**src/sv/deq_pkg.sv**
```systemverilog
// Shared constants, command and status codes, and the cell control word of the deque.
package deq_pkg;

  localparam int DEPTH = 16;
  localparam int IDX_W = $clog2(DEPTH);
  localparam int CNT_W = $clog2(DEPTH + 1);
  localparam int WORD_W = 32;

  localparam logic [2:0] CMD_PUSH_FRONT = 3'd0;
  localparam logic [2:0] CMD_PUSH_BACK  = 3'd1;
  localparam logic [2:0] CMD_POP_FRONT  = 3'd2;
  localparam logic [2:0] CMD_POP_BACK   = 3'd3;
  localparam logic [2:0] CMD_PEEK_FRONT = 3'd4;
  localparam logic [2:0] CMD_PEEK_BACK  = 3'd5;
  localparam logic [2:0] CMD_CLEAR      = 3'd6;

  localparam logic [1:0] ST_OK    = 2'd0;
  localparam logic [1:0] ST_EMPTY = 2'd1;
  localparam logic [1:0] ST_FULL  = 2'd2;

  typedef struct packed {
    logic             shift_back;
    logic             shift_front;
    logic             write_back;
    logic [IDX_W-1:0] back_idx;
  } cell_ctrl_t;

endpackage

```
**src/sv/deq_cell.sv**
```systemverilog
// One storage cell of the deque row, loading from either neighbor or from the pushed word.
module deq_cell (
  input  logic                              clk,
  input  deq_pkg::cell_ctrl_t               ctrl,
  input  logic [deq_pkg::IDX_W-1:0]         idx,
  input  logic signed [deq_pkg::WORD_W-1:0] value,
  input  logic signed [deq_pkg::WORD_W-1:0] from_front,
  input  logic signed [deq_pkg::WORD_W-1:0] from_back,
  output logic signed [deq_pkg::WORD_W-1:0] q
);

  always_ff @(posedge clk) begin
    if (ctrl.shift_back) begin
      q <= from_front;
    end else if (ctrl.shift_front) begin
      q <= from_back;
    end else if (ctrl.write_back && (ctrl.back_idx == idx)) begin
      q <= value;
    end
  end

endmodule

```
**src/sv/double_ended_queue.sv**
```systemverilog
// Top level of the bounded double-ended queue built as a shifting row of cells.
// The queue accepts one command in every clock cycle, busy stays low, and the result word
// appears on the result ports with done high in the cycle after the command is taken;
// the result is registered together with the update of the cell row and the fill count. The front
// word always sits in the first cell, so pushes and pops at the front shift the whole row by
// one place, while work at the back touches only the cell that the fill count selects. The
// receiver cannot stall: each result is shown for one cycle only and must be taken then.
module double_ended_queue (
  input  logic                              clk,
  input  logic                              rst,
  input  logic                              start,
  output logic                              busy,
  input  logic [2:0]                        command,
  input  logic signed [deq_pkg::WORD_W-1:0] value,
  output logic                              done,
  output logic signed [deq_pkg::WORD_W-1:0] data,
  output logic [1:0]                        status,
  output logic [deq_pkg::CNT_W-1:0]         occupancy,
  output logic                              is_empty,
  output logic                              is_full
);

  logic [deq_pkg::CNT_W-1:0]         count;
  logic [deq_pkg::CNT_W-1:0]         count_next;
  logic                              accept;
  logic                              empty;
  logic                              full;
  logic [deq_pkg::IDX_W-1:0]         last_idx;
  logic signed [deq_pkg::WORD_W-1:0] data_next;
  logic [1:0]                        status_next;
  deq_pkg::cell_ctrl_t               ctrl;
  logic signed [deq_pkg::WORD_W-1:0] cell_q     [deq_pkg::DEPTH];
  logic signed [deq_pkg::WORD_W-1:0] from_front [deq_pkg::DEPTH];
  logic signed [deq_pkg::WORD_W-1:0] from_back  [deq_pkg::DEPTH];

  assign busy     = 1'b0;
  assign accept   = start && !busy;
  assign empty    = (count == '0);
  assign full     = (count == deq_pkg::CNT_W'(deq_pkg::DEPTH));
  assign last_idx = deq_pkg::IDX_W'(count - deq_pkg::CNT_W'(1));

  always_comb begin
    ctrl.shift_back  = 1'b0;
    ctrl.shift_front = 1'b0;
    ctrl.write_back  = 1'b0;
    ctrl.back_idx    = deq_pkg::IDX_W'(count);
    count_next       = count;
    data_next        = '0;
    status_next      = deq_pkg::ST_OK;
    if (accept) begin
      case (command)
        deq_pkg::CMD_PUSH_FRONT: begin
          if (full) begin
            status_next = deq_pkg::ST_FULL;
          end else begin
            ctrl.shift_back = 1'b1;
            count_next      = count + deq_pkg::CNT_W'(1);
          end
        end
        deq_pkg::CMD_PUSH_BACK: begin
          if (full) begin
            status_next = deq_pkg::ST_FULL;
          end else begin
            ctrl.write_back = 1'b1;
            count_next      = count + deq_pkg::CNT_W'(1);
          end
        end
        deq_pkg::CMD_POP_FRONT: begin
          if (empty) begin
            status_next = deq_pkg::ST_EMPTY;
          end else begin
            data_next        = cell_q[0];
            ctrl.shift_front = 1'b1;
            count_next       = count - deq_pkg::CNT_W'(1);
          end
        end
        deq_pkg::CMD_POP_BACK: begin
          if (empty) begin
            status_next = deq_pkg::ST_EMPTY;
          end else begin
            data_next  = cell_q[last_idx];
            count_next = count - deq_pkg::CNT_W'(1);
          end
        end
        deq_pkg::CMD_PEEK_FRONT: begin
          if (empty) begin
            status_next = deq_pkg::ST_EMPTY;
          end else begin
            data_next = cell_q[0];
          end
        end
        deq_pkg::CMD_PEEK_BACK: begin
          if (empty) begin
            status_next = deq_pkg::ST_EMPTY;
          end else begin
            data_next = cell_q[last_idx];
          end
        end
        deq_pkg::CMD_CLEAR: begin
          count_next = '0;
        end
        default: begin
        end
      endcase
    end
  end

  for (genvar i = 0; i < deq_pkg::DEPTH; i++) begin : g_cell
    if (i == 0) begin : g_first
      assign from_front[i] = value;
    end else begin : g_inner
      assign from_front[i] = cell_q[i-1];
    end
    if (i == deq_pkg::DEPTH - 1) begin : g_last
      assign from_back[i] = '0;
    end else begin : g_body
      assign from_back[i] = cell_q[i+1];
    end
    deq_cell u_cell (
      .clk        (clk),
      .ctrl       (ctrl),
      .idx        (deq_pkg::IDX_W'(i)),
      .value      (value),
      .from_front (from_front[i]),
      .from_back  (from_back[i]),
      .q          (cell_q[i])
    );
  end

  always_ff @(posedge clk) begin
    if (rst) begin
      count <= '0;
      done  <= 1'b0;
    end else begin
      count <= count_next;
      done  <= accept;
    end
  end

  always_ff @(posedge clk) begin
    data      <= data_next;
    status    <= status_next;
    occupancy <= count_next;
    is_empty  <= (count_next == '0);
    is_full   <= (count_next == deq_pkg::CNT_W'(deq_pkg::DEPTH));
  end

`ifndef SYNTHESIS
  a_result_follows: assert property (@(posedge clk) disable iff (rst)
    (start && !busy) |=> done)
    else $error("command accepted without a result in the next cycle");

  a_occupancy_bound: assert property (@(posedge clk) disable iff (rst)
    done |-> (occupancy <= deq_pkg::CNT_W'(deq_pkg::DEPTH)))
    else $error("occupancy exceeds the queue depth");

  a_full_status: assert property (@(posedge clk) disable iff (rst)
    (done && (status == deq_pkg::ST_FULL)) |-> (is_full && (data == '0)))
    else $error("full status reported on a queue that is not full");

  a_empty_status: assert property (@(posedge clk) disable iff (rst)
    (done && (status == deq_pkg::ST_EMPTY)) |-> (is_empty && (data == '0)))
    else $error("empty status reported on a queue that is not empty");
`endif

endmodule
```
**config.mk**
```make
export PLATFORM = sky130hd
export DESIGN_NAME = double_ended_queue
export DESIGN_NICKNAME = d
export VERILOG_FILES = /design/src/sv/deq_pkg.sv /design/src/sv/deq_cell.sv /design/src/sv/double_ended_queue.sv
export SDC_FILE = /design/constraint.sdc
export NUM_CORES = 1
export LEC_CHECK = 0
export BUFFER_PORTS_ARGS = -buffer_cell sky130_fd_sc_hd__buf_2
export CORE_UTILIZATION = 50
export DETAILED_ROUTE_END_ITERATION = 10
export PLACE_DENSITY = 0.66
export SLEW_MARGIN = 20
export SYNTH_ARGS = -nofsm -noshare
export SYNTH_HDL_FRONTEND = slang
export SYNTH_SLANG_ARGS = --single-unit
export TNS_END_PERCENT = 20
```
**constraint.sdc**
```tcl
create_clock -name clk -period 9.1 [get_ports clk]
set_input_delay 0.91 -clock clk [delete_from_list [all_inputs] [get_ports clk]]
set_output_delay 0.91 -clock clk [all_outputs]
set_load 0.05 [all_outputs]
```
=== Word level (Yosys, flattened, before mapping) ===
Cells that the tools add are included.

* Bits in registers: 559
* Bits of input ports: 38
* Word-level logic and storage cells: 158
* Output and inout bits: 43

* Add/subtract/negate cells: 2
* Mux-type cells: 67
* Equality and inequality tests: 23
* Bitwise gates (word level): 1
* Reductions and logical operators: 41
* Order comparisons: 1

{| class="wikitable"
|+ Operators by type and width
! operator !! count
|-
| $mux 32 || 52
|-
| $bmux 32 s4 || 1
|-
| $pmux 32 s2 || 1
|-
| $reduce_bool 3->1 || 16
|-
| $eq 4x4->1 const B || 8
|-
| $eq 4x3->1 const B || 4
|-
| $logic_and 1x1->1 || 16
|-
| $mux 5 || 3
|-
| $pmux 5 s3 || 1
|-
| $eq 5x5->1 const B || 2
|-
| $logic_not 5->1 || 2
|-
| $eq 3x3->1 const B || 3
|-
| $eq 4x2->1 const B || 2
|-
| $reduce_or 2->1 || 4
|-
| $eq 3x2->1 const B || 2
|-
| $mux 1 || 6
|-
| $add 5x1->5 const B || 1
|-
| $ge 5x5->1 const B || 1
|-
| $not 4->5 || 1
|-
| $sub 5x1->5 const B || 1
|-
| $eq 4x1->1 const B || 1
|-
| $logic_not 4->1 || 1
|-
| $pmux 2 s2 || 1
|-
| $reduce_or 4->1 || 1
|-
| 4 further kinds || 4
|}

=== Depth between registers and ports, before layout ===
* Depth after elaboration: 8
* Depth in mapped cells: 15
* Mapped depth without buffers: 8

=== Hierarchy ===
From an unflattened synthesis, not the netlist that was laid out.

* Cell total of the unflattened synthesis: 2,915
* Area, all modules: 33,532.2 µm²

{| class="wikitable"
|+ By module, submodules not included
! module !! instances !! area each (µm²) !! sequential area each (µm²) !! cells each
|-
| deq_cell || 16 || 1,725.4 || 960.9 || 149
|-
| double_ended_queue || 1 || 5,925.7 || 940.9 || 531
|}

=== Worst setup path before layout ===
No wires, ideal clock.

* Path kind: register to register
* Start point: reg count[0] in the netlist's numbering
* End point: reg g_cell[0].u_cell.q[0] in the netlist's numbering (enable)
* Cell stages (with the launch flop): 9
* Data required time: 8.634 ns
* Data arrival time: 4.215 ns
* Setup slack: 4.419 ns
* Library setup time: 0.466 ns
* Path buffers: 4
* Period minus slack after synthesis: 4.681 ns
* Cell sequence: dfxtp_1 -> buf_2 -> buf_2 -> buf_2 -> buf_2 -> inv_1 -> ha_1 -> or4b_1 -> o21ai_0

* Longest elaborated chain between the ends: 6
* Elaborated cells between the ends (all ways): 11
* Classes of those cells: 1 x eq/ne; 6 x mux; 4 x reduce/logical

{| class="wikitable"
|+ RTL lines
! element !! line !! text
|-
| start, declared || double_ended_queue.sv:23 || <nowiki>logic [deq_pkg::CNT_W-1:0] count;</nowiki>
|-
| start signal, assigned || double_ended_queue.sv:135 || <nowiki>count <= count_next;</nowiki>
|-
| $eq 5x5->1 || double_ended_queue.sv:39 || <nowiki>assign full = (count == deq_pkg::CNT_W'(deq_pkg::DEPTH));</nowiki>
|-
| $mux 1 || double_ended_queue.sv:53, double_ended_queue.sv:61 ||
|-
| $mux 1 || double_ended_queue.sv:51 || <nowiki>case (command)</nowiki>
|-
| $mux 3 || double_ended_queue.sv:50 || <nowiki>if (accept) begin</nowiki>
|-
| $logic_and 1x1->1 || deq_cell.sv:17 || <nowiki>end else if (ctrl.write_back && (ctrl.back_idx == idx)) begin</nowiki>
|-
| $reduce_bool 3->1 (no line) * || - ||
|-
| end signal, assigned || deq_cell.sv:14 || <nowiki>q <= from_front;</nowiki>
|-
| end signal, assigned || deq_cell.sv:16 || <nowiki>q <= from_back;</nowiki>
|-
| end signal, assigned || deq_cell.sv:18 || <nowiki>q <= value;</nowiki>
|-
| end, declared || deq_cell.sv:9 || <nowiki>output logic signed [deq_pkg::WORD_W-1:0] q</nowiki>
|}

Mark *: on every way between the ends. The rest lies on a longest branch, timed or not.
A chain may end at the register's enable or synchronous reset.

=== Worst setup path after layout ===
* Start point: reg count[0] in the netlist's numbering
* End point: reg g_cell[0].u_cell.q[23] in the netlist's numbering (enable)

Same word-level chain as after synthesis.

==> impl_metrics.py <==
metrics = {
    "drt": {
        "route.detailed.wl_per_inst_um": 29.11,
        "drt-initial-drc-count": 2837,
        "drt_drc_violations_left": 0,
        "ant_nets": 0,
        "via_per_inst": 7.331,
        "drt-pass1-iter-count": 5,
        "vias": 18240,
        "wl_mm": 72.42,
    },
    "yosys": {
        "ys_warn_count": 0,
        "yosysSeqAreaShare": 0.5983,
        "yosys-top-cells-area": "edfxtp_1, a221o_1, mux4_2, dfxtp_1, nand2_1",
        "synth_edf_count": 512,
        "synth_top_area_share": 0.5638,
        "ys_types": 46,
        "synth-async-reset-ratio": 0,
        "synth.avg_cell_area_um2": 15.12,
        "syn_area_um2": 27270,
        "ys_ff_latch": 559,
        "synth_fp_nets": 1846,
        "synth.largest_area_cell": "edfxtp_1",
        "netlist_instances": 1803,
        "synthFlopType": "edfxtp_1",
    },
    "timing": {
        "min_period_over_period": 0.4737,
        "period_needed_ns": 4.311,
        "worstMarginPinSlew_ns": 1.121,
        "setup_viol": 0,
        "setup_slack_ns": 4.789,
        "rsz0062_at_grt": "no",
        "finalClockSkew_ns": 0.02302,
        "tns_ns": 0,
        "slew_violations": 0,
        "fmax_mhz": 232.0,
        "finalHoldViolations": 0,
        "relSlewSlack": 0.2524,
    },
    "global_routing": {
        "grt_use_total": 0.2594,
        "grt_pass1_wl_mm": 110.7,
        "overflow": 0,
        "antenna_found_initial": 0,
        "grt_max_degree": 218,
        "grt_pass1_vias": 17700,
    },
    "place": {
        "place_congestion": 0.8378,
        "port_buffers": 79,
        "place_ws_ns": 4.802,
        "place_hpwl_mm": 36.88,
    },
    "critical_path": {
        "critPathArrivalTime_ns": 4.57,
        "critPathKind": "flip-flop to flip-flop",
        "slowest_delay_ns": 0.91,
        "crit_required_ns": 9.36,
        "cp_num_buf_inv": 3,
        "end_kind": "flip-flop",
        "cp-start-kind": "flip-flop",
        "critPathTopFamily": "buffers and inverters",
        "crit_fanout": 46,
        "crit_path_top_delay_cell": "dfxtp_4",
        "crit_chain": "inv_1, ha_4, or3b_1, nor2_1, or3_2, buf_4, o21ai_4, buf_4",
        "cp_common_cell": "buf_4",
    },
    "power_and_ir_drop": {
        "power.density_nw_per_um2": 205.9,
        "p_leak_nw": 10.22,
        "ir_drop_mv": 0.1457,
    },
    "cells_and_area": {
        "multi_input_area_um2": 10020,
        "fillers": 4280,
        "num-nets-final": 1785,
        "regArea_um2": 16320,
        "antennaDiodeCount": 0,
        "areaGrowthSynthToFinish_pct": 9.410,
        "drive_gt1_frac": 0.2109,
    },
    "cts": {
        "numCtsBuffers": 60,
        "clock_path_buffers": 3,
        "clock_sinks": 559,
        "clk_latency_ns": 0.64,
        "cts_tree": "built",
        "root_buffer": "clkbuf_16",
        "cts_setup_buffers": 0,
        "h-tree-depth": 2,
        "hold_buffers": 0,
        "post_cts_resized": 0,
        "cts.reportedPaths.clkPinSlew_ns": 0.06,
    },
    "status": {
        "status": "finished, final reports clean",
    },
    "floorplan": {
        "dieArea_um2": 55480,
        "dieWidth_um": 235.5,
        "core-area_um2": 53810,
        "num_rows": 85,
        "io_pins": 81,
        "start_util": 0.5067,
        "die_y_um": 235.5,
    },
    "worst_hold_path": {
        "min_path_type": "flip-flop to flip-flop",
    },
    "run": {
        "drv_cap": 0,
    },
}
where the power goes:
part	total [W]	internal (W)	switching [W]
sequential	0.00300	0.00293	0.0000699
combinational	0.000721	0.000302	0.000419
clock	0.00243	0.00139	0.00104
total	0.00614	0.00462	0.00153
cells in the mapped netlist (all sizes together) (3+ instances only):
library cell,number
xnor2,3
nor3b,3
a221o,448
a21oi,64
nand2,162
nand2b,6
o21a,3
inv,10
ha,5
mux2,32
nor2b,4
clkbuf,101
edfxtp,512
dfxtp,47
o21ai,6
nor2,10
buf,130
and2,32
nor4,3
a211o,32
a21o,32
nand3,3
nor3,4
mux4,128
metal layers:
metal / vias to the layer above / track usage / routed length, um / share of wire
li1: 7634 / - / - / -
met1: 9463 / 0.3893 / 31020 / 0.43
met2: 1025 / 0.3818 / 32810 / 0.45
met3: 118 / 0.05851 / 6978 / 0.096
met4: 0 / 0.06615 / 1617 / 0.022
met5: - / 0 / 0 / 0
logic make-up (layout without fill, tap and decap cells):
logic type / Yosys count / in the layout / share of synthesized area
AO/OA/AOI/OAI: 598 / 598 / 0.2011
multiplexers: 160 / 160 / 0.1189
other: 1 / 1 / 0.0001375
buffers and inverters: 241 / 230 / 0.03946
AND/OR/NAND/NOR: 234 / 234 / 0.03813
XOR/XNOR: 5 / 5 / 0.001606
flip-flops: 559 / 559 / 0.5983
adder cells (fa/ha/maj): 5 / 5 / 0.002294
cells in the final DEF (no fill, tap or decap), types with 4 or more instances in the layout:
| cell | n |
|---|---|
| edfxtp_1 | 512 |
| a21o_1 | 32 |
| a221o_1 | 448 |
| dfxtp_1 | 46 |
| nor3_1 | 4 |
| ha_1 | 4 |
| o21ai_0 | 4 |
| clkbuf_8 | 6 |
| nand2_4 | 5 |
| inv_1 | 10 |
| clkbuf_1 | 16 |
| nor2_1 | 7 |
| buf_2 | 79 |
| nand2_1 | 146 |
| and2_1 | 32 |
| a211o_1 | 32 |
| clkinv_2 | 9 |
| mux4_2 | 128 |
| bufinv_16 | 4 |
| mux2_2 | 32 |
| nand2b_1 | 5 |
| buf_4 | 26 |
| nand2_2 | 11 |
| clkbuf_16 | 61 |
| clkinv_1 | 13 |
| a21oi_1 | 64 |
| nor2b_1 | 4 |
registers in the layout, summed over array words and instances (netlist names):
register         count
status               2
is_empty             1
data                32
g_cell.u_cell.q    512
count                5
occupancy            5
is_full              1
done                 1
cell type report:
| cell class | instances | share of cell area |
|---|---|---|
| clock buffer | 83 | 0.05594 |
| clock inverter | 29 | 0.009016 |
| inverter | 10 | 0.001258 |
| multi-input combinational | 1003 | 0.3358 |
| sequential | 559 | 0.5470 |
| tap | 696 | 0.02919 |
| timing repair buffer | 108 | 0.02181 |
path summary, 6_finish.rpt:
kind / from / endpoint / slack, ns / depth (start not counted)
min reg2reg: g_cell[0].u_cell.q[17] / data[17] / 0.51 / 1
max reg2reg: count[0] / g_cell[0].u_cell.q[23] / 4.79 / 8
min: g_cell[0].u_cell.q[17] / data[17] / 0.51 / 1
max: count[0] / g_cell[0].u_cell.q[23] / 4.79 / 8
per-stage QoR:
step	std cells	cell area [um2]	util	total power [W]	hold slack, ns
3_3_place_gp	2376	27900	0.5184	0.003750	0.4928
3_5_place_dp	2376	27900	0.5184	0.003763	0.5019
6_report	2488	29840	0.5544	0.006145	0.5147
4_1_cts	2488	29840	0.5544	0.006168	0.5159
2_1_floorplan	1803	27270	-	0.003566	0.4739
5_1_grt	2488	29840	0.5544	0.006332	0.5249
(Power assumes the default switching activity.)
